**src/hw/rtl/mqe_pkg.sv**
```systemverilog
// Package for the MQ arithmetic encoder: mode and command codes, status
// and command structs, the Qe probability table and the byte-out step.
// No dependencies.
package mqe_pkg;

   typedef enum logic [3:0] {
      OP_NONE    = 4'd0,
      OP_INIT    = 4'd1,
      OP_CLEAR   = 4'd2,
      OP_LOAD    = 4'd3,
      OP_CODE    = 4'd4,
      OP_RENORM  = 4'd5,
      OP_TPREP   = 4'd6,
      OP_TMOVE   = 4'd7,
      OP_TPEND   = 4'd8,
      OP_TFF     = 4'd9,
      OP_TAC     = 4'd10,
      OP_RELEASE = 4'd11
   } op_type;

   typedef enum logic [1:0] {
      MODE_ENCODE = 2'd0,
      MODE_FLUSH  = 2'd1,
      MODE_START  = 2'd2
   } mode_type;

   typedef struct packed {
      op_type op;
      logic   end_mark;
   } cmd_type;

   typedef struct packed {
      logic out_free;
      logic a_msb;
      logic need_renorm;
      logic finished;
      logic hold_valid;
   } status_type;

   typedef struct packed {
      logic [27:0] c;
      logic [7:0]  b;
      logic [3:0]  ct;
      logic [7:0]  put_val;
   } mv_type;

   typedef struct packed {
      logic [15:0] q;
      logic [5:0]  nmps;
      logic [5:0]  nlps;
      logic        flip;
   } qrow_type;

   localparam logic [15:0] A_INIT     = 16'h8000;
   localparam logic [3:0]  CT_INIT    = 4'd12;
   localparam logic [7:0]  BYTE_FF    = 8'hFF;
   localparam logic [7:0]  BYTE_AC    = 8'hAC;
   localparam logic [5:0]  IDX_LAST   = 6'd46;

   function automatic qrow_type qe_row(input logic [5:0] idx);
      qrow_type r;
      case (idx)
         6'd0:  r = '{16'h5601, 6'd1,  6'd1,  1'b1};
         6'd1:  r = '{16'h3401, 6'd2,  6'd6,  1'b0};
         6'd2:  r = '{16'h1801, 6'd3,  6'd9,  1'b0};
         6'd3:  r = '{16'h0AC1, 6'd4,  6'd12, 1'b0};
         6'd4:  r = '{16'h0521, 6'd5,  6'd29, 1'b0};
         6'd5:  r = '{16'h0221, 6'd38, 6'd33, 1'b0};
         6'd6:  r = '{16'h5601, 6'd7,  6'd6,  1'b1};
         6'd7:  r = '{16'h5401, 6'd8,  6'd14, 1'b0};
         6'd8:  r = '{16'h4801, 6'd9,  6'd14, 1'b0};
         6'd9:  r = '{16'h3801, 6'd10, 6'd14, 1'b0};
         6'd10: r = '{16'h3001, 6'd11, 6'd17, 1'b0};
         6'd11: r = '{16'h2401, 6'd12, 6'd18, 1'b0};
         6'd12: r = '{16'h1C01, 6'd13, 6'd20, 1'b0};
         6'd13: r = '{16'h1601, 6'd29, 6'd21, 1'b0};
         6'd14: r = '{16'h5601, 6'd15, 6'd14, 1'b1};
         6'd15: r = '{16'h5401, 6'd16, 6'd14, 1'b0};
         6'd16: r = '{16'h5101, 6'd17, 6'd15, 1'b0};
         6'd17: r = '{16'h4801, 6'd18, 6'd16, 1'b0};
         6'd18: r = '{16'h3801, 6'd19, 6'd17, 1'b0};
         6'd19: r = '{16'h3401, 6'd20, 6'd18, 1'b0};
         6'd20: r = '{16'h3001, 6'd21, 6'd19, 1'b0};
         6'd21: r = '{16'h2801, 6'd22, 6'd19, 1'b0};
         6'd22: r = '{16'h2401, 6'd23, 6'd20, 1'b0};
         6'd23: r = '{16'h2201, 6'd24, 6'd21, 1'b0};
         6'd24: r = '{16'h1C01, 6'd25, 6'd22, 1'b0};
         6'd25: r = '{16'h1801, 6'd26, 6'd23, 1'b0};
         6'd26: r = '{16'h1601, 6'd27, 6'd24, 1'b0};
         6'd27: r = '{16'h1401, 6'd28, 6'd25, 1'b0};
         6'd28: r = '{16'h1201, 6'd29, 6'd26, 1'b0};
         6'd29: r = '{16'h1101, 6'd30, 6'd27, 1'b0};
         6'd30: r = '{16'h0AC1, 6'd31, 6'd28, 1'b0};
         6'd31: r = '{16'h09C1, 6'd32, 6'd29, 1'b0};
         6'd32: r = '{16'h08A1, 6'd33, 6'd30, 1'b0};
         6'd33: r = '{16'h0521, 6'd34, 6'd31, 1'b0};
         6'd34: r = '{16'h0441, 6'd35, 6'd32, 1'b0};
         6'd35: r = '{16'h02A1, 6'd36, 6'd33, 1'b0};
         6'd36: r = '{16'h0221, 6'd37, 6'd34, 1'b0};
         6'd37: r = '{16'h0141, 6'd38, 6'd35, 1'b0};
         6'd38: r = '{16'h0111, 6'd39, 6'd36, 1'b0};
         6'd39: r = '{16'h0085, 6'd40, 6'd37, 1'b0};
         6'd40: r = '{16'h0049, 6'd41, 6'd38, 1'b0};
         6'd41: r = '{16'h0025, 6'd42, 6'd39, 1'b0};
         6'd42: r = '{16'h0015, 6'd43, 6'd40, 1'b0};
         6'd43: r = '{16'h0009, 6'd44, 6'd41, 1'b0};
         6'd44: r = '{16'h0005, 6'd45, 6'd42, 1'b0};
         6'd45: r = '{16'h0001, 6'd45, 6'd43, 1'b0};
         default: r = '{16'h5601, 6'd46, 6'd46, 1'b0};
      endcase
      return r;
   endfunction

   // Byte-out step with carry propagation and bit stuffing after 0xFF.
   function automatic mv_type move_byte(input logic [27:0] c, input logic [7:0] b);
      mv_type r;
      logic [7:0] b1;
      b1 = b + 8'd1;
      if (b == BYTE_FF) begin
         r.put_val = b;
         r.b       = c[27:20];
         r.c       = {8'd0, c[19:0]};
         r.ct      = 4'd7;
      end else if (c[27] && (b1 == BYTE_FF)) begin
         r.put_val = BYTE_FF;
         r.b       = {1'b0, c[26:20]};
         r.c       = {8'd0, c[19:0]};
         r.ct      = 4'd7;
      end else begin
         r.put_val = c[27] ? b1 : b;
         r.b       = c[26:19];
         r.c       = {9'd0, c[18:0]};
         r.ct      = 4'd8;
      end
      return r;
   endfunction

endpackage

```
**src/hw/rtl/mqe_datapath.sv**
```systemverilog
// Datapath of the MQ encoder: interval and code registers, byte assembly,
// held byte and output register, context store ports. Depends on mqe_pkg.
module mqe_datapath #(
   parameter int CONTEXT_BITS = 16
) (
   input  logic                     clock,
   input  logic                     reset,
   input  mqe_pkg::cmd_type         cmd,
   input  logic [CONTEXT_BITS-1:0]  clear_addr,
   output mqe_pkg::status_type      status,
   input  logic [15:0]              req_context_number,
   input  logic                     req_symbol_bit,
   output logic                     ram_we,
   output logic [CONTEXT_BITS-1:0]  ram_waddr,
   output logic [6:0]               ram_wdata,
   output logic [CONTEXT_BITS-1:0]  ram_raddr,
   input  logic [6:0]               ram_rdata,
   output logic                     rsp_valid,
   input  logic                     rsp_stall,
   output logic [7:0]               rsp_code_byte,
   output logic                     rsp_last_of_run,
   output logic                     rsp_end_marker
);
   import mqe_pkg::*;

   logic [15:0] a_ff, a_in;
   logic [27:0] c_ff, c_in;
   logic [3:0]  ct_ff, ct_in;
   logic [7:0]  b_ff, b_in;
   logic        bfirst_ff, bfirst_in;
   logic        fin_ff, fin_in;
   logic        renorm_ff, renorm_in;
   logic [CONTEXT_BITS-1:0] ctx_ff, ctx_in;
   logic        bit_ff, bit_in;
   logic        hold_v_ff, hold_v_in;
   logic [7:0]  hold_ff, hold_in;
   logic        ov_ff, ov_in;
   logic [7:0]  obyte_ff, obyte_in;
   logic        olast_ff, olast_in;
   logic        oend_ff, oend_in;

   logic        out_free;
   logic        put;
   logic [7:0]  put_val;
   logic        rel;
   qrow_type    row;
   logic [5:0]  idx;
   logic        mps;
   logic [15:0] a1;
   logic [28:0] top;
   logic [27:0] cf;
   logic [27:0] cs;
   logic [15:0] a2;
   logic [27:0] c2;
   logic [3:0]  ct2;
   mv_type      mv;

   assign out_free = !ov_ff || !rsp_stall;
   assign idx = (ram_rdata[5:0] > IDX_LAST) ? IDX_LAST : ram_rdata[5:0];
   assign mps = ram_rdata[6];
   assign row = qe_row(idx);
   assign a1  = a_ff - row.q;
   assign top = {1'b0, c_ff} + {13'd0, a_ff};
   assign ram_raddr = req_context_number[CONTEXT_BITS-1:0];

   always_comb begin
      a_in = a_ff; c_in = c_ff; ct_in = ct_ff; b_in = b_ff;
      bfirst_in = bfirst_ff; fin_in = fin_ff; renorm_in = renorm_ff;
      ctx_in = ctx_ff; bit_in = bit_ff;
      put = 1'b0; put_val = b_ff; rel = 1'b0;
      ram_we = 1'b0; ram_waddr = ctx_ff; ram_wdata = '0;
      cf = c_ff | 28'h000FFFF;
      cs = '0; a2 = '0; c2 = '0; ct2 = '0;
      mv = move_byte(c_ff, b_ff);
      case (cmd.op)
         OP_INIT: begin
            a_in = A_INIT; c_in = '0; ct_in = CT_INIT; b_in = '0;
            bfirst_in = 1'b1; fin_in = 1'b0;
         end
         OP_CLEAR: begin
            ram_we = 1'b1; ram_waddr = clear_addr;
         end
         OP_LOAD: begin
            ctx_in = req_context_number[CONTEXT_BITS-1:0];
            bit_in = req_symbol_bit;
         end
         OP_CODE: begin
            a_in = a1;
            renorm_in = 1'b1;
            if (bit_ff == mps) begin
               if (!a1[15]) begin
                  if (a1 < row.q) a_in = row.q;
                  else c_in = c_ff + {12'd0, row.q};
                  ram_we = 1'b1; ram_wdata = {mps, row.nmps};
               end else begin
                  c_in = c_ff + {12'd0, row.q};
                  renorm_in = 1'b0;
               end
            end else begin
               if (a1 < row.q) c_in = c_ff + {12'd0, row.q};
               else a_in = row.q;
               ram_we = 1'b1; ram_wdata = {mps ^ row.flip, row.nlps};
            end
         end
         OP_RENORM: begin
            a2 = {a_ff[14:0], 1'b0};
            c2 = {c_ff[26:0], 1'b0};
            ct2 = ct_ff - 4'd1;
            a_in = a2; c_in = c2; ct_in = ct2;
            if (ct2 == 4'd0) begin
               mv = move_byte(c2, b_ff);
               c_in = mv.c; b_in = mv.b; ct_in = mv.ct;
               put = 1'b1; put_val = mv.put_val;
            end
         end
         OP_TPREP: begin
            c_in = ({1'b0, cf} >= top) ? cf - 28'h0008000 : cf;
         end
         OP_TMOVE: begin
            cs = c_ff << ct_ff;
            mv = move_byte(cs, b_ff);
            c_in = mv.c; b_in = mv.b; ct_in = mv.ct;
            put = 1'b1; put_val = mv.put_val;
         end
         OP_TPEND: begin
            if (b_ff != BYTE_FF) begin
               put = 1'b1; put_val = b_ff; b_in = BYTE_FF;
            end
         end
         OP_TFF: begin
            put = 1'b1; put_val = b_ff; b_in = BYTE_AC;
         end
         OP_TAC: begin
            put = 1'b1; put_val = b_ff; fin_in = 1'b1;
         end
         OP_RELEASE: begin
            rel = 1'b1;
         end
         default: begin
         end
      endcase
      if (put && bfirst_ff) begin
         bfirst_in = 1'b0;
      end
   end

   always_comb begin
      hold_v_in = hold_v_ff; hold_in = hold_ff;
      ov_in = ov_ff && rsp_stall;
      obyte_in = obyte_ff; olast_in = olast_ff; oend_in = oend_ff;
      if (put && !bfirst_ff) begin
         if (hold_v_ff) begin
            ov_in = 1'b1; obyte_in = hold_ff; olast_in = 1'b0; oend_in = 1'b0;
         end
         hold_v_in = 1'b1; hold_in = put_val;
      end
      if (rel && hold_v_ff) begin
         ov_in = 1'b1; obyte_in = hold_ff; olast_in = 1'b1; oend_in = cmd.end_mark;
         hold_v_in = 1'b0;
      end
   end

   always_ff @(posedge clock) begin
      if (reset) begin
         a_ff <= A_INIT; c_ff <= '0; ct_ff <= CT_INIT; b_ff <= '0;
         bfirst_ff <= 1'b1; fin_ff <= 1'b0; renorm_ff <= 1'b0;
         hold_v_ff <= 1'b0; ov_ff <= 1'b0;
      end else begin
         a_ff <= a_in; c_ff <= c_in; ct_ff <= ct_in; b_ff <= b_in;
         bfirst_ff <= bfirst_in; fin_ff <= fin_in; renorm_ff <= renorm_in;
         hold_v_ff <= hold_v_in; ov_ff <= ov_in;
      end
      ctx_ff <= ctx_in; bit_ff <= bit_in; hold_ff <= hold_in;
      obyte_ff <= obyte_in; olast_ff <= olast_in; oend_ff <= oend_in;
   end

   assign status = '{out_free: out_free, a_msb: a_ff[15], need_renorm: renorm_ff,
                     finished: fin_ff, hold_valid: hold_v_ff};
   assign rsp_valid       = ov_ff;
   assign rsp_code_byte   = obyte_ff;
   assign rsp_last_of_run = olast_ff;
   assign rsp_end_marker  = oend_ff;
endmodule

```
**config.mk**
```make
export PLATFORM = sky130hd
export DESIGN_NAME = mqe_datapath
export DESIGN_NICKNAME = d
export VERILOG_FILES = /design/src/hw/rtl/mqe_pkg.sv /design/src/hw/rtl/mqe_datapath.sv
export SDC_FILE = /design/constraint.sdc
export NUM_CORES = 1
export LEC_CHECK = 0
export ABC_AREA = 1
export BUFFER_PORTS_ARGS = -buffer_cell sky130_fd_sc_hd__buf_2
export CAP_MARGIN = 15
export CORE_MARGIN = 2
export CORE_UTILIZATION = 54
export CTS_CLUSTER_DIAMETER = 120
export DETAILED_ROUTE_END_ITERATION = 12
export PLACE_DENSITY = 0.73
export SLEW_MARGIN = 40
export SYNTH_ARGS = -nofsm -noshare
export SYNTH_HDL_FRONTEND = slang
export SYNTH_SLANG_ARGS = --single-unit
```
**constraint.sdc**
```tcl
create_clock -name clock -period 11.6 [get_ports clock]
set_input_delay 2.32 -clock clock [delete_from_list [all_inputs] [get_ports clock]]
set_output_delay 2.32 -clock clock [all_outputs]
set_load 0.1 [all_outputs]
```
==> flow_summary.json <==
{
  "worst_slew_pin_slew_ps": 778,
  "stdcell_count": 2169,
  "synth_nets": 1982,
  "wl_met2_mm": 16.2,
  "synthFlopType": "dfxtp_1",
  "synth_cells": 1851,
  "switching_share": 0.433,
  "post-place-ws_ps": 2180,
  "sequentialPowerShare": 0.335,
  "wl_mm": 36.9,
  "cts_setup_buffers": 0,
  "clockBufferDepth": 2,
  "cts_root_buf": "clkbuf_16",
  "dr.max_layer_used": "met4",
  "critPathMaxFanout": 10,
  "grt_setup_unrepaired": "false",
  "cp-start-kind": "input port",
  "synth_area_leaders": "nand2_1 17%, dfxtp_1 11%, ha_1 8.9%",
  "power_mw": 1.14,
  "fin_crit_sh": 0.824,
  "synth-simple-area-share": 0.359,
  "design.core.area_um2": 21000,
  "die_w_um": 150,
  "hold_violations": 0,
  "r2r_cells": 18,
  "cts.repair.resized": 0,
  "holdCritPathClass": "reg2reg",
  "diodes": 0,
  "synth_warnings": 0,
  "layout.nets": 2020,
  "ys_seq_elements": 96,
  "drtPass1Iterations": 7,
  "wl_met1_mm": 16.6,
  "drive_gt1_frac": 0.129,
  "ant_nets": 0,
  "syn_to_final_growth_pct": 7.16,
  "dp_hpwl_mm": 29.1,
  "clock_latency_ps": 370,
  "synth_top_area_cell": "nand2_1",
  "cts-buffers-inserted": 9,
  "arrival_ps": 7240,
  "hold_depth": 0,
  "finalSetupViolations": 0,
  "io_buffers": 103,
  "synth_compound_area_frac": 0.196,
  "synth_edf_count": 34,
  "initial_core_util": 0.549,
  "vias": 12600,
  "grt_max_degree": 58,
  "die_y_um": 150,
  "status": "finished clean",
  "criticalPathCategory": "in2out",
  "syn_avg_cell_area_um2": 6.22,
  "slew_headroom": 0.480,
  "path_delay_family": "simple AND/OR/NAND/NOR gates",
  "p_leak_nw": 5.79,
  "cts_hold_buf": 0,
  "worst_ep_required_time_ps": 9280,
  "drv_cap": 0,
  "min_period_ps": 9560,
  "cp_num_buf_inv": 6,
  "skew_ps": 15.7,
  "cts_sinks": 96,
  "slowest_delay_ps": 540,
  "antenna_found_initial": 0,
  "io_pins": 104,
  "end_kind": "primary output",
  "synth_mux_area_frac": 0.0191,
  "drv_slew": 0,
  "p_sw_uw": 493,
  "grt_pass1_vias": 11500,
  "netlist_area_um2": 11500,
  "num_rows": 53,
  "synth_xor_area_frac": 0.0211,
  "synth_top_area_frac": 0.172,
  "synth_seq_area_share": 0.197,
  "htree_levels": 3,
  "fin_ws_ps": 2040,
  "vias_per_cell": 5.82,
  "globalRouteTotalUtil": 0.334,
  "grt_pass1_wl_mm": 60.0,
  "tns_ps": 0,
  "cp.depth": 25,
  "holdWs_ps": 424,
  "drc": 0,
  "grt-ovfl-total": 0,
  "crit_slowest_cell": "nor2_1",
  "p_clk_frac": 0.282,
  "wl_per_cell_um": 17.0,
  "synth_fa_ha_area_frac": 0.0909,
  "die-area_um2": 22500,
  "pwr-share-comb": 0.383,
  "peakVddDrop_mv": 0.0750,
  "dpl.cell_count": 2153,
  "fmax_ghz": 0.105,
  "p_int_uw": 645,
  "cts_tree": "done",
  "place_congestion": 0.971,
  "power_per_cell_area_nw_per_um2": 92.3,
  "yosysUniqueCellTypes": 60,
  "clkTransAtPathRegs_ps": 90,
  "synth_top_family_by_area": "simple AND/OR/NAND/NOR gates",
  "wl_met3_mm": 3.22,
  "drt-initial-drc-count": 1379,
  "ys_async_sr_fraction": 0
}
-- cell families (layout without fill, tap and decap cells) --
logic type	Yosys count	count (layout)
AO/OA/AOI/OAI	392	392
XOR/XNOR	26	26
adder cells (fa/ha/maj)	83	83
buffers and inverters	317	360
flip-flops	96	96
multiplexers	20	20
AND/OR/NAND/NOR	917	917
-- synthesized netlist by cell type (4+ instances only) --
| cell type | count |
|---|---|
| nand2_1 | 528 |
| inv_1 | 206 |
| o21ai_0 | 160 |
| nand3_1 | 143 |
| nor2_1 | 130 |
| a21oi_1 | 104 |
| ha_1 | 82 |
| dfxtp_1 | 62 |
| nand4_1 | 37 |
| edfxtp_1 | 34 |
| buf_4 | 26 |
| buf_2 | 25 |
| clkbuf_1 | 21 |
| inv_2 | 21 |
| a31oi_1 | 19 |
| o211ai_1 | 19 |
| o21ai_1 | 17 |
| mux2_2 | 16 |
| a21oi_2 | 15 |
| xor2_1 | 15 |
| nand2_2 | 13 |
| nor3_1 | 12 |
| o2111ai_1 | 9 |
| o22ai_1 | 9 |
| xnor2_1 | 9 |
| a21o_1 | 8 |
| buf_1 | 8 |
| nor2_4 | 7 |
| o221ai_1 | 7 |
| nand2_4 | 6 |
| nand3_2 | 6 |
| nand3b_1 | 6 |
| nor2_2 | 6 |
| or2_2 | 6 |
| a211oi_1 | 4 |
| a221oi_1 | 4 |
| a22oi_1 | 4 |
| buf_6 | 4 |
| clkinv_1 | 4 |
| mux2i_1 | 4 |
| nand3_4 | 4 |
| o21a_1 | 4 |
-- cell type report --
cell class / count / area [µm²]
repair buffers: 112 / 633
flip-flops and latches: 96 / 2260
inverters: 232 / 873
well taps: 275 / 344
fillers: 2095 / 8620
multi-input cells: 1438 / 7900
clock buffers: 9 / 225
clock inverters: 7 / 93.8
-- per-stage QoR --
stage	area (µm²)	util
2_1_floorplan	11500	-
3_3_place_gp	11900	0.570
3_5_place_dp	12000	0.573
6_report	12300	0.589
5_1_grt	12300	0.589
4_1_cts	12300	0.589
-- power by group through the flow --
stage          registers (mW)  logic [mW]  clock network [mW]
2_1_floorplan           0.382       0.335                   0
6_report                0.382       0.436               0.320
3_3_place_gp            0.388       0.424                   0
4_1_cts                 0.381       0.429               0.321
3_5_place_dp            0.388       0.427                   0
5_1_grt                 0.383       0.482               0.333
-- path summary, 6_finish.rpt --
check / startpoint / to / slack (ps)
setup reg to reg: a_ff[1] / c_ff[19] / 7300
hold / removal: hold_ff[1] / rsp_code_byte[1] / 420
setup / recovery: ram_rdata[3] / ram_wdata[3] / 2040
hold reg to reg: hold_ff[1] / rsp_code_byte[1] / 420
-- layer usage --
metal,track usage,up-vias
met5,0,-
met4,0.0981,0
met3,0.0479,60
met2,0.530,589
met1,0.470,5706
li1,-,6258
-- registers in the layout (all words and copies together) (netlist names) --
name,cells
c_ff,28
a_ff,16
ctx_ff,16
b_ff,8
hold_ff,8
rsp_code_byte,8
ct_ff,4
bfirst_ff,1
bit_ff,1
fin_ff,1
hold_v_ff,1
renorm_ff,1
rsp_end_marker,1
rsp_last_of_run,1
rsp_valid,1
-- cell usage in the layout (no fill, tap or decap), types with 11 or more instances in the layout --
master,synthesis,routed
inv_1,206,205
buf_2,25,102
nand2_2,13,13
inv_2,21,22
o211ai_1,19,19
nand2_1,528,528
edfxtp_1,34,34
nand4_1,37,37
o21ai_1,17,17
xor2_1,15,15
mux2_2,16,16
dfxtp_1,62,62
a21oi_2,15,15
a21oi_1,104,104
nor2_1,130,129
a31oi_1,19,19
nand3_1,143,143
ha_1,82,82
nor3_1,12,11
o21ai_0,160,160
No activity file was read; power rests on OpenSTA's default activity.
