$ cat config.mk
export PLATFORM = sky130hd
export DESIGN_NAME = mqe_ctrl
export DESIGN_NICKNAME = d
export VERILOG_FILES = /design/src/hw/rtl/mqe_pkg.sv /design/src/hw/rtl/mqe_ctrl.sv
export SDC_FILE = /design/constraint.sdc
export NUM_CORES = 1
export LEC_CHECK = 0
export BUFFER_PORTS_ARGS = -buffer_cell sky130_fd_sc_hd__buf_4
export CAP_MARGIN = 20
export CORE_ASPECT_RATIO = 0.9
export CORE_MARGIN = 10
export CORE_UTILIZATION = 30
export DETAILED_ROUTE_END_ITERATION = 7
export SYNTH_ARGS = -nofsm -noshare
export SYNTH_HDL_FRONTEND = slang
export SYNTH_SLANG_ARGS = --single-unit
$ cat constraint.sdc
create_clock -name clock -period 2.3 [get_ports clock]
set_clock_uncertainty 0.15 [all_clocks]
set_input_delay 0.46 -clock clock [delete_from_list [all_inputs] [get_ports clock]]
set_output_delay 0.46 -clock clock [all_outputs]
set_load 0.05 [all_outputs]
$ cat src/hw/rtl/mqe_pkg.sv
// Package for the MQ arithmetic encoder: mode and command codes, status
// and command structs, the Qe probability table and the byte-out step.
// No dependencies.
package mqe_pkg;

   typedef enum logic [3:0] {
      OP_NONE    = 4'd0,
      OP_INIT    = 4'd1,
      OP_CLEAR   = 4'd2,
      OP_LOAD    = 4'd3,
      OP_CODE    = 4'd4,
      OP_RENORM  = 4'd5,
      OP_TPREP   = 4'd6,
      OP_TMOVE   = 4'd7,
      OP_TPEND   = 4'd8,
      OP_TFF     = 4'd9,
      OP_TAC     = 4'd10,
      OP_RELEASE = 4'd11
   } op_type;

   typedef enum logic [1:0] {
      MODE_ENCODE = 2'd0,
      MODE_FLUSH  = 2'd1,
      MODE_START  = 2'd2
   } mode_type;

   typedef struct packed {
      op_type op;
      logic   end_mark;
   } cmd_type;

   typedef struct packed {
      logic out_free;
      logic a_msb;
      logic need_renorm;
      logic finished;
      logic hold_valid;
   } status_type;

   typedef struct packed {
      logic [27:0] c;
      logic [7:0]  b;
      logic [3:0]  ct;
      logic [7:0]  put_val;
   } mv_type;

   typedef struct packed {
      logic [15:0] q;
      logic [5:0]  nmps;
      logic [5:0]  nlps;
      logic        flip;
   } qrow_type;

   localparam logic [15:0] A_INIT     = 16'h8000;
   localparam logic [3:0]  CT_INIT    = 4'd12;
   localparam logic [7:0]  BYTE_FF    = 8'hFF;
   localparam logic [7:0]  BYTE_AC    = 8'hAC;
   localparam logic [5:0]  IDX_LAST   = 6'd46;

   function automatic qrow_type qe_row(input logic [5:0] idx);
      qrow_type r;
      case (idx)
         6'd0:  r = '{16'h5601, 6'd1,  6'd1,  1'b1};
         6'd1:  r = '{16'h3401, 6'd2,  6'd6,  1'b0};
         6'd2:  r = '{16'h1801, 6'd3,  6'd9,  1'b0};
         6'd3:  r = '{16'h0AC1, 6'd4,  6'd12, 1'b0};
         6'd4:  r = '{16'h0521, 6'd5,  6'd29, 1'b0};
         6'd5:  r = '{16'h0221, 6'd38, 6'd33, 1'b0};
         6'd6:  r = '{16'h5601, 6'd7,  6'd6,  1'b1};
         6'd7:  r = '{16'h5401, 6'd8,  6'd14, 1'b0};
         6'd8:  r = '{16'h4801, 6'd9,  6'd14, 1'b0};
         6'd9:  r = '{16'h3801, 6'd10, 6'd14, 1'b0};
         6'd10: r = '{16'h3001, 6'd11, 6'd17, 1'b0};
         6'd11: r = '{16'h2401, 6'd12, 6'd18, 1'b0};
         6'd12: r = '{16'h1C01, 6'd13, 6'd20, 1'b0};
         6'd13: r = '{16'h1601, 6'd29, 6'd21, 1'b0};
         6'd14: r = '{16'h5601, 6'd15, 6'd14, 1'b1};
         6'd15: r = '{16'h5401, 6'd16, 6'd14, 1'b0};
         6'd16: r = '{16'h5101, 6'd17, 6'd15, 1'b0};
         6'd17: r = '{16'h4801, 6'd18, 6'd16, 1'b0};
         6'd18: r = '{16'h3801, 6'd19, 6'd17, 1'b0};
         6'd19: r = '{16'h3401, 6'd20, 6'd18, 1'b0};
         6'd20: r = '{16'h3001, 6'd21, 6'd19, 1'b0};
         6'd21: r = '{16'h2801, 6'd22, 6'd19, 1'b0};
         6'd22: r = '{16'h2401, 6'd23, 6'd20, 1'b0};
         6'd23: r = '{16'h2201, 6'd24, 6'd21, 1'b0};
         6'd24: r = '{16'h1C01, 6'd25, 6'd22, 1'b0};
         6'd25: r = '{16'h1801, 6'd26, 6'd23, 1'b0};
         6'd26: r = '{16'h1601, 6'd27, 6'd24, 1'b0};
         6'd27: r = '{16'h1401, 6'd28, 6'd25, 1'b0};
         6'd28: r = '{16'h1201, 6'd29, 6'd26, 1'b0};
         6'd29: r = '{16'h1101, 6'd30, 6'd27, 1'b0};
         6'd30: r = '{16'h0AC1, 6'd31, 6'd28, 1'b0};
         6'd31: r = '{16'h09C1, 6'd32, 6'd29, 1'b0};
         6'd32: r = '{16'h08A1, 6'd33, 6'd30, 1'b0};
         6'd33: r = '{16'h0521, 6'd34, 6'd31, 1'b0};
         6'd34: r = '{16'h0441, 6'd35, 6'd32, 1'b0};
         6'd35: r = '{16'h02A1, 6'd36, 6'd33, 1'b0};
         6'd36: r = '{16'h0221, 6'd37, 6'd34, 1'b0};
         6'd37: r = '{16'h0141, 6'd38, 6'd35, 1'b0};
         6'd38: r = '{16'h0111, 6'd39, 6'd36, 1'b0};
         6'd39: r = '{16'h0085, 6'd40, 6'd37, 1'b0};
         6'd40: r = '{16'h0049, 6'd41, 6'd38, 1'b0};
         6'd41: r = '{16'h0025, 6'd42, 6'd39, 1'b0};
         6'd42: r = '{16'h0015, 6'd43, 6'd40, 1'b0};
         6'd43: r = '{16'h0009, 6'd44, 6'd41, 1'b0};
         6'd44: r = '{16'h0005, 6'd45, 6'd42, 1'b0};
         6'd45: r = '{16'h0001, 6'd45, 6'd43, 1'b0};
         default: r = '{16'h5601, 6'd46, 6'd46, 1'b0};
      endcase
      return r;
   endfunction

   // Byte-out step with carry propagation and bit stuffing after 0xFF.
   function automatic mv_type move_byte(input logic [27:0] c, input logic [7:0] b);
      mv_type r;
      logic [7:0] b1;
      b1 = b + 8'd1;
      if (b == BYTE_FF) begin
         r.put_val = b;
         r.b       = c[27:20];
         r.c       = {8'd0, c[19:0]};
         r.ct      = 4'd7;
      end else if (c[27] && (b1 == BYTE_FF)) begin
         r.put_val = BYTE_FF;
         r.b       = {1'b0, c[26:20]};
         r.c       = {8'd0, c[19:0]};
         r.ct      = 4'd7;
      end else begin
         r.put_val = c[27] ? b1 : b;
         r.b       = c[26:19];
         r.c       = {9'd0, c[18:0]};
         r.ct      = 4'd8;
      end
      return r;
   endfunction

endpackage

$ cat src/hw/rtl/mqe_ctrl.sv
// Controller of the MQ encoder: sequences clear, code, renormalization and
// flush steps, and paces them against the output register. Depends on mqe_pkg.
module mqe_ctrl #(
   parameter int CONTEXT_BITS = 16
) (
   input  logic                    clock,
   input  logic                    reset,
   input  logic                    req_valid,
   output logic                    req_stall,
   input  logic [1:0]              req_mode,
   input  mqe_pkg::status_type     status,
   output mqe_pkg::cmd_type        cmd,
   output logic [CONTEXT_BITS-1:0] clear_addr,
   output logic                    idle
);
   import mqe_pkg::*;

   typedef enum logic [10:0] {
      S_CLEAR  = 11'b00000000001,
      S_IDLE   = 11'b00000000010,
      S_CODE   = 11'b00000000100,
      S_RENORM = 11'b00000001000,
      S_TPREP  = 11'b00000010000,
      S_TMOVE1 = 11'b00000100000,
      S_TMOVE2 = 11'b00001000000,
      S_TPEND  = 11'b00010000000,
      S_TFF    = 11'b00100000000,
      S_TAC    = 11'b01000000000,
      S_DONE   = 11'b10000000000
   } state_type;

   state_type state_ff, state_in;
   logic [CONTEXT_BITS-1:0] addr_ff, addr_in;
   logic [4:0] guard_ff, guard_in;
   logic flush_ff, flush_in;
   logic cont;

   assign cont = (guard_ff == 5'd0) ? status.need_renorm
                                    : (!status.a_msb && (guard_ff < 5'd16));

   always_comb begin
      state_in = state_ff; addr_in = addr_ff; guard_in = guard_ff; flush_in = flush_ff;
      cmd = '{op: OP_NONE, end_mark: flush_ff};
      case (state_ff)
         S_CLEAR: begin
            cmd.op = OP_CLEAR;
            addr_in = addr_ff + CONTEXT_BITS'(1);
            if (&addr_ff) state_in = S_IDLE;
         end
         S_IDLE: begin
            if (req_valid) begin
               if (req_mode == MODE_START) begin
                  cmd.op = OP_INIT; state_in = S_CLEAR;
               end else if (req_mode == MODE_ENCODE && !status.finished) begin
                  cmd.op = OP_LOAD; state_in = S_CODE; flush_in = 1'b0;
               end else if (req_mode == MODE_FLUSH && !status.finished) begin
                  state_in = S_TPREP; flush_in = 1'b1;
               end
            end
         end
         S_CODE: begin
            cmd.op = OP_CODE; guard_in = '0; state_in = S_RENORM;
         end
         S_RENORM: begin
            if (!cont) begin
               state_in = S_DONE;
            end else if (status.out_free) begin
               cmd.op = OP_RENORM; guard_in = guard_ff + 5'd1;
            end
         end
         S_TPREP: begin
            cmd.op = OP_TPREP; state_in = S_TMOVE1;
         end
         S_TMOVE1: if (status.out_free) begin
            cmd.op = OP_TMOVE; state_in = S_TMOVE2;
         end
         S_TMOVE2: if (status.out_free) begin
            cmd.op = OP_TMOVE; state_in = S_TPEND;
         end
         S_TPEND: if (status.out_free) begin
            cmd.op = OP_TPEND; state_in = S_TFF;
         end
         S_TFF: if (status.out_free) begin
            cmd.op = OP_TFF; state_in = S_TAC;
         end
         S_TAC: if (status.out_free) begin
            cmd.op = OP_TAC; state_in = S_DONE;
         end
         S_DONE: if (status.out_free) begin
            cmd.op = OP_RELEASE; state_in = S_IDLE;
         end
         default: state_in = S_IDLE;
      endcase
   end

   always_ff @(posedge clock) begin
      if (reset) begin
         state_ff <= S_CLEAR; addr_ff <= '0; guard_ff <= '0; flush_ff <= 1'b0;
      end else begin
         state_ff <= state_in; addr_ff <= addr_in; guard_ff <= guard_in;
         flush_ff <= flush_in;
      end
   end

   assign req_stall  = (state_ff != S_IDLE);
   assign clear_addr = addr_ff;
   assign idle       = (state_ff == S_IDLE);

   a_code_follows: assert property (@(posedge clock) disable iff (reset)
      (state_ff == S_IDLE && req_valid && req_mode == MODE_ENCODE && !status.finished)
      |=> state_ff == S_CODE)
      else $error("encode word did not enter code step");
   a_guard_bound: assert property (@(posedge clock) disable iff (reset)
      guard_ff <= 5'd16)
      else $error("renormalization ran past sixteen shifts");
   a_clear_end: assert property (@(posedge clock) disable iff (reset)
      (state_ff == S_CLEAR && (&addr_ff)) |=> state_ff == S_IDLE)
      else $error("clear sweep did not finish");
endmodule
==> reports/summary.txt, run 1 <==
status - finished with violations
failing checks - setup timing
pwr dens - 557 nW/um^2
worst path cell trace - or4_4 -> or4_4 -> o21ai_2 -> nand3b_1 -> buf_6
worst setup path start - state_ff[0]
H-tree levels - 2
clk sink count - 33
Fill cells - 639
drt wl/cell - 15.4 microns
vias per cell - 5.23
Total Wirelength - 6450 microns
reg2reg path depth - 11
Mapped Cells - 245
fraction of registers with async set/reset - 0%
Critical Path Slowest Stage Cell - or4_4
nets - 341
clock latency at the later pin of the worst-skew pair - 0.29 ns
via count - 2190
routability congestion estimate - 0.867
final core occ - 47.1%
footprint of the multi-input gates - 1470 sq um
setup TNS - -1.34 ns
Syn Area/Cell - 8.45 sq um
Sequential Area - 671 sq um
Max-slew headroom - 69.6%
register area share after synthesis - 31.9%
main combinational cell family by area after synthesis - simple AND/OR/NAND/NOR gates
R2R Path Start - state_ff[5]
Fin. Hold Viols - 0
Slew Viols, Final - 0
Yosys reg bits - 33
Worst Hold Class - input port to register
most frequent cell on the critical path - or4_4
cts hold-fix bufs - 0
P_sw - 0.563 mW
vias in the first global route - 2150
element type at the critical path start - register
first-pass GRT wire length - 10400 microns
max-cap violations - 0
detailed-route DRC error count - 0
measured slew at the worst slew-check pin - 0.450 ns
mapped cell area - 2070 sq um
Syn Nets - 258
Post-Layout Inst Area - 3140 sq um
Synth Area in Compound Gates - 14.2%
Worst IR Drop VDD - 0.334 mV
Pleak - 1.18 nW
die height - 98.8 microns
1st-pass router iterations - 4
RSZ-0062 raised after global routing - true
total track usage - 11.9%
post-synth cell types - 57
Post-synth EDFFs - 0
antenna cell count - 0
Layout area overhead - 51.4%
Die X - 108 microns
DRT iter0 DRCs - 156
initial antenna violation count - 0
Final period util - 118%
adder-cell area share of the yosys netlist - 1.81%
Row Count - 28
Tmin final - 2.71 ns
Main synth FF type - dfxtp_1
CTS root buf - clkbuf_8
CTS tree - done
critical path arrival - 2.10 ns
Sw Ratio - 32.2%
Comb power frac - 31.4%
CTS Buf Count - 5
Max Root-Sink Buffers - 2
Worst EP required - 1.69 ns
clock power share - 33.2%
Crit path largest cell delay - 0.53 ns
worst reg2reg path endpoint - clear_addr[9]
share of layout cells above drive strength 1 - 44.1%
Setup violations, final - 4
Core Region - 6660 sq um
multiplexer share of the synthesized area - 1.15%
ANT nets after route - 0
placed cell areas - 2660 sq um
Setup crit end kind - primary output
Reg clk slew, reported paths - 0.07 ns
I/O Pins - 33
# port buffers - 31
remaining global-route overflow - 0
sequential cell fraction of total power - 35.4%
Crit Path Category - register to primary output
Synth Area in Simple Gates - 35.8%
die area - 10600 sq um
worst-path maximum fanout - 3
effective utilization at floorplan - 31.1%
Critical Path End - cmd[3]
R2R setup slack - 0.07 ns
dpl hpwl - 4450 microns
PnR worst setup slack - -0.410 ns
yosys synthesis warning count - 0
FMAX - 369 MHz
largest net degree at the start of global routing - 31
Internal - 1.18 mW
Post-Synth XOR/XNOR Area - 8.46%
cell type report:
class,instances,share of cell area [%]
Clock buffer,7,2.75
Timing Repair Buffer,90,23.2
Sequential cell,33,21.4
Multi-Input combinational cell,189,46.9
Inverter,9,1.16
Tap cell,90,3.59
Clock inverter,1,0.958
kinds of logic after synthesis:
logic type | Yosys count
AND/OR/NAND/NOR | 123
AO/OA/AOI/OAI | 41
flip-flops | 33
buffers and inverters | 23
XOR/XNOR | 20
adder cells (fa/ha/maj) | 3
multiplexers | 2
routing by layer:
layer | up-vias | wire length [microns] | global-route usage [%]
li1 | 1076 | - | -
met1 | 1047 | 2930 | 15.0
met2 | 59 | 3020 | 18.5
met3 | 8 | 419 | 3.58
met4 | 0 | 89 | 4.41
met5 | - | 0 | 0
power by group through the flow:
stage / combinational [mW] / sequential (mW) / clock, mW
after floorplan: 0.199 / 0.712 / 0
after global placement: 0.470 / 0.628 / 0
after detailed placement: 0.471 / 0.630 / 0
after CTS: 0.515 / 0.617 / 0.595
after global routing: 0.590 / 0.621 / 0.617
final: 0.548 / 0.617 / 0.581
critical path, delay by kind of cell, from the launching register on:
kind                   cells  cell delay [ns]
and+or+nand+nor            3             1.16
DFF                        1             0.33
buffers and inverters      1             0.18
AOI/OAI and AO/OA          1             0.15
layout by cell type, fill, tap and decap left out, types with 6 or more instances in the layout:
master and instances:
buf_4 78, inv_1 8, xnor2_1 16, nand4_1 16, nand2_1 15, buf_6 10, nor2_1 21, clkbuf_8 6
nand3_1 11, nor3_1 7, a21oi_1 11, dfxtp_1 25, dfxtp_2 8
registers in the layout, summed over array words and instances, names as in the netlist:
| signal | count |
|---|---|
| clear_addr | 16 |
| state_ff | 11 |
| guard_ff | 5 |
| flush_ff | 1 |
cells in the mapped netlist (4+ instances only):
master / count / area, sq um
a21oi_1: 12 / 60.1
and4_1: 4 / 35.0
buf_6: 4 / 45.0
clkbuf_1: 6 / 22.5
dfxtp_1: 33 / 661
inv_1: 8 / 30.0
nand2_1: 16 / 60.1
nand3_1: 12 / 60.1
nand4_1: 16 / 100
nor2_1: 22 / 82.6
nor3_1: 12 / 60.1
nor4_1: 7 / 43.8
nor4b_1: 5 / 43.8
o31ai_1: 6 / 45.0
or3_1: 4 / 25.0
xnor2_1: 16 / 140
xor2_1: 4 / 35.0
what timing repair did:
action | 4_1_cts | 5_1_grt
buffers inserted | 15 | 3
setup endpoints to repair | 6 | 28
resized for setup | 36 | 17
pin swaps | 10 | 9
stage by stage:
| step | hold slack (ns) | total power [mW] | cells | setup slack (ns) |
|---|---|---|---|---|
| 2_1_floorplan | 0.315 | 0.911 | 245 | -0.302 |
| 4_1_cts | 0.279 | 1.73 | 416 | -0.426 |
| 5_1_grt | 0.317 | 1.83 | 419 | -0.501 |
| 3_5_place_dp | 0.340 | 1.10 | 394 | -0.134 |
| 6_report | 0.285 | 1.75 | 419 | -0.410 |
| 3_3_place_gp | 0.337 | 1.10 | 394 | -0.144 |
how the worst min path moves through the flow:
| stage | cells past startpoint | slack [ns] | endpoint | startpoint |
|---|---|---|---|---|
| after floorplan | 2 | 0.31 | flush_ff | flush_ff |
| after global placement | 2 | 0.34 | flush_ff | flush_ff |
| after detailed placement | 2 | 0.34 | flush_ff | flush_ff |
| after CTS | 3 | 0.28 | flush_ff | req_mode[0] |
| after global routing | 3 | 0.32 | flush_ff | req_mode[0] |
| final | 3 | 0.28 | flush_ff | req_mode[0] |
(Power assumes the default switching activity.)
==> run 2: changes to the inputs <==
--- a/config.mk
+++ b/config.mk
@@ -5,12 +5,14 @@
 export SDC_FILE = /design/constraint.sdc
 export NUM_CORES = 1
 export LEC_CHECK = 0
+export ABC_CLOCK_PERIOD_IN_PS = 2300
 export BUFFER_PORTS_ARGS = -buffer_cell sky130_fd_sc_hd__buf_4
 export CAP_MARGIN = 20
 export CORE_ASPECT_RATIO = 0.9
 export CORE_MARGIN = 10
 export CORE_UTILIZATION = 30
 export DETAILED_ROUTE_END_ITERATION = 7
+export PLACE_DENSITY = 0.46
 export SYNTH_ARGS = -nofsm -noshare
 export SYNTH_HDL_FRONTEND = slang
 export SYNTH_SLANG_ARGS = --single-unit
==> run 2 against run 1 <==
The flow still finishes with violations (setup timing); design area fell by 0.44%; fmax fell by 0.57%; clock power rose by 1%; die area did not move; largest cell class unchanged.
==> reports/summary.txt, run 2 (same netlist as run 1, synthesis figures left out) <==
largest net degree at the start of global routing - 31 (unchanged)
1st-pass router iterations - 4 (unchanged)
antenna cell count - 0 (unchanged)
share of layout cells above drive strength 1 - 42.6% (was 44.1%)
Top Layer Used - met4 (unchanged)
failing checks - setup timing (unchanged)
clock latency at the later pin of the worst-skew pair - 0.29 ns (about the same)
Final period util - 118% (about the same)
vias in the first global route - 2186 (was 2150)
detailed-route DRC error count - 0 (unchanged)
setup TNS - -1.32 ns (was -1.34 ns)
sequential cell fraction of total power - 35.3% (was 35.4%)
Sw Ratio - 32.5% (was 32.2%)
dpl hpwl - 4830 microns (was 4450 microns)
Setup violations, final - 4 (unchanged)
most frequent cell on the critical path - or4_4 (unchanged)
RSZ-0062 raised after global routing - true (unchanged)
Setup crit end kind - primary output (unchanged)
Max Root-Sink Buffers - 2 (unchanged)
PnR worst setup slack - -0.425 ns (was -0.410 ns)
via count - 2139 (was 2190)
Crit Path Category - register to primary output (unchanged)
max-cap violations - 0 (unchanged)
worst path cell trace - or4_4 -> or4_4 -> o21ai_2 -> nor3_1 -> o31ai_2 -> buf_6 (was or4_4 -> or4_4 -> o21ai_2 -> nand3b_1 -> buf_6)
Row Count - 28 (unchanged)
measured slew at the worst slew-check pin - 0.462 ns (was 0.450 ns)
CTS Buf Count - 5 (unchanged)
Die X - 108 microns (unchanged)
clk sink count - 33 (unchanged)
H-tree levels - 2 (unchanged)
Tmin final - 2.73 ns (was 2.71 ns)
drt wl/cell - 15.5 microns (was 15.4 microns)
commonest non-fill, non-tap cell in the layout - buf_4 (unchanged)
element type at the critical path start - register (unchanged)
effective utilization at floorplan - 31.1% (unchanged)
met2 WL - 3280 microns (was 3020 microns)
first-pass GRT wire length - 10800 microns (was 10400 microns)
Max-slew headroom - 68.7% (was 69.6%)
Comb power frac - 31.0% (was 31.4%)
# port buffers - 31 (unchanged)
P_sw - 0.565 mW (was 0.563 mW)
highest-count cells in the layout ignoring fill and taps - 78 x buf_4, 23 x dfxtp_1, 21 x nor2_1 (was 78 x buf_4, 25 x dfxtp_1, 21 x nor2_1)
Core Region - 6660 sq um (unchanged)
worst-path maximum fanout - 3 (unchanged)
Worst EP required - 1.69 ns (about the same)
Slew Viols, Final - 0 (unchanged)
Pleak - 1.17 nW (was 1.18 nW)
nets - 343 (was 341)
die height - 98.8 microns (unchanged)
Critical Path Slowest Stage Cell - or4_4 (unchanged)
FMAX - 367 MHz (was 369 MHz)
Crit path largest cell delay - 0.53 ns (about the same)
total track usage - 12.2% (was 11.9%)
CTS tree - done (unchanged)
critical path arrival - 2.12 ns (was 2.10 ns)
Layout area overhead - 50.8% (was 51.4%)
die area - 10600 sq um (unchanged)
Metal-1 WL - 3010 microns (was 2930 microns)
Worst IR Drop VDD - 0.211 mV (was 0.334 mV)
pwr dens - 557 nW/um^2 (about the same)
initial antenna violation count - 0 (unchanged)
placed cell count - 404 (was 394)
metal3 WL - 188 microns (was 419 microns)
status - finished with violations (unchanged)
vias per cell - 5.08 (was 5.23)
clock power share - 33.7% (was 33.2%)
CTS root buf - clkbuf_8 (unchanged)
Fin. Hold Viols - 0 (unchanged)
Largest register FFs - 16 (unchanged)
Worst Hold Class - input port to register (unchanged)
Internal - 1.17 mW (was 1.18 mW)
Reg clk slew, reported paths - 0.08 ns (was 0.07 ns)
ANT nets after route - 0 (unchanged)
DRT iter0 DRCs - 53 (was 156)
Total Wirelength - 6510 microns (was 6450 microns)
remaining global-route overflow - 0 (unchanged)
routability congestion estimate - 0.837 (was 0.867)
cts hold-fix bufs - 0 (unchanged)
I/O Pins - 33 (unchanged)
fin cells - 421 (was 419)
## run 2: cell types whose count changed in the layout (fill, tap and decap cells not counted), moves of 2 or more
cell,previous run,this run
buf_6,10,12
dfxtp_1,25,23
nor3_1,7,11
nor3_2,3,0
nor4_1,3,6
nor4_2,3,1
nor4b_2,4,2
o21ai_1,3,1
## run 2: path summary, 6_finish.rpt
kind / startpoint / endpoint / slack, ns / cells past startpoint
worst max register to register: state_ff[2] / state_ff[9] / 0 / 9
worst min-delay path: req_mode[0] / flush_ff / 0.29 / 3
worst max-delay path: state_ff[0] / cmd[2] / -0.43 / 6
worst min register to register: flush_ff / flush_ff / 0.35 / 2
## run 2: metrics by stage
| step | worst slack (ns) | utilization, % | power, mW | instance area (sq um) | hold slack (ns) |
|---|---|---|---|---|---|
| global placement | -0.120 | 41.1 | 1.12 | 2740 | 0.330 |
| floorplan | -0.302 | - | 0.911 | 2110 | 0.315 |
| finish | -0.425 | 46.9 | 1.74 | 3120 | 0.290 |
| global route | -0.498 | 46.9 | 1.83 | 3120 | 0.316 |
| CTS | -0.417 | 44.5 | 1.73 | 2960 | 0.287 |
| detailed placement | -0.128 | 41.1 | 1.12 | 2740 | 0.344 |
## run 2: timing repair
action | in CTS | in global routing
setup buffers | 4 | 7
endpoints found under the setup margin | 8 | 20
pin swaps | 6 | 13
resized for setup | 19 | 28
## run 2: critical path: cells and delay by family (launching register included)
family | cells | cell delay (ns)
AND/OR/NAND/NOR | 3 | 1.07
flip-flops | 1 | 0.32
buffers and inverters | 1 | 0.19
AO/OA/AOI/OAI | 2 | 0.24
## run 2: final cells by class
type | count | area [sq um]
multi-input cells | 189 | 1430
clock buffers | 6 | 82.6
flip-flops and latches | 33 | 676
fillers | 683 | 3530
repair buffers | 92 | 751
inverters | 9 | 33.8
well taps | 90 | 113
clock inverters | 2 | 37.5
## run 2: power groups by stage
| stage | registers [mW] | clock network [mW] | logic [mW] |
|---|---|---|---|
| after floorplan | 0.712 | 0 | 0.199 |
| after global placement | 0.627 | 0 | 0.492 |
| after detailed placement | 0.628 | 0 | 0.493 |
| after CTS | 0.615 | 0.600 | 0.516 |
| after global routing | 0.618 | 0.622 | 0.589 |
| final | 0.614 | 0.587 | 0.539 |
## run 2: metal layers
metal	global-route usage [%]	vias up
met1	15.3	1026
li1	-	1084
met4	2.98	0
met2	20.3	24
met5	0	-
met3	2.86	5
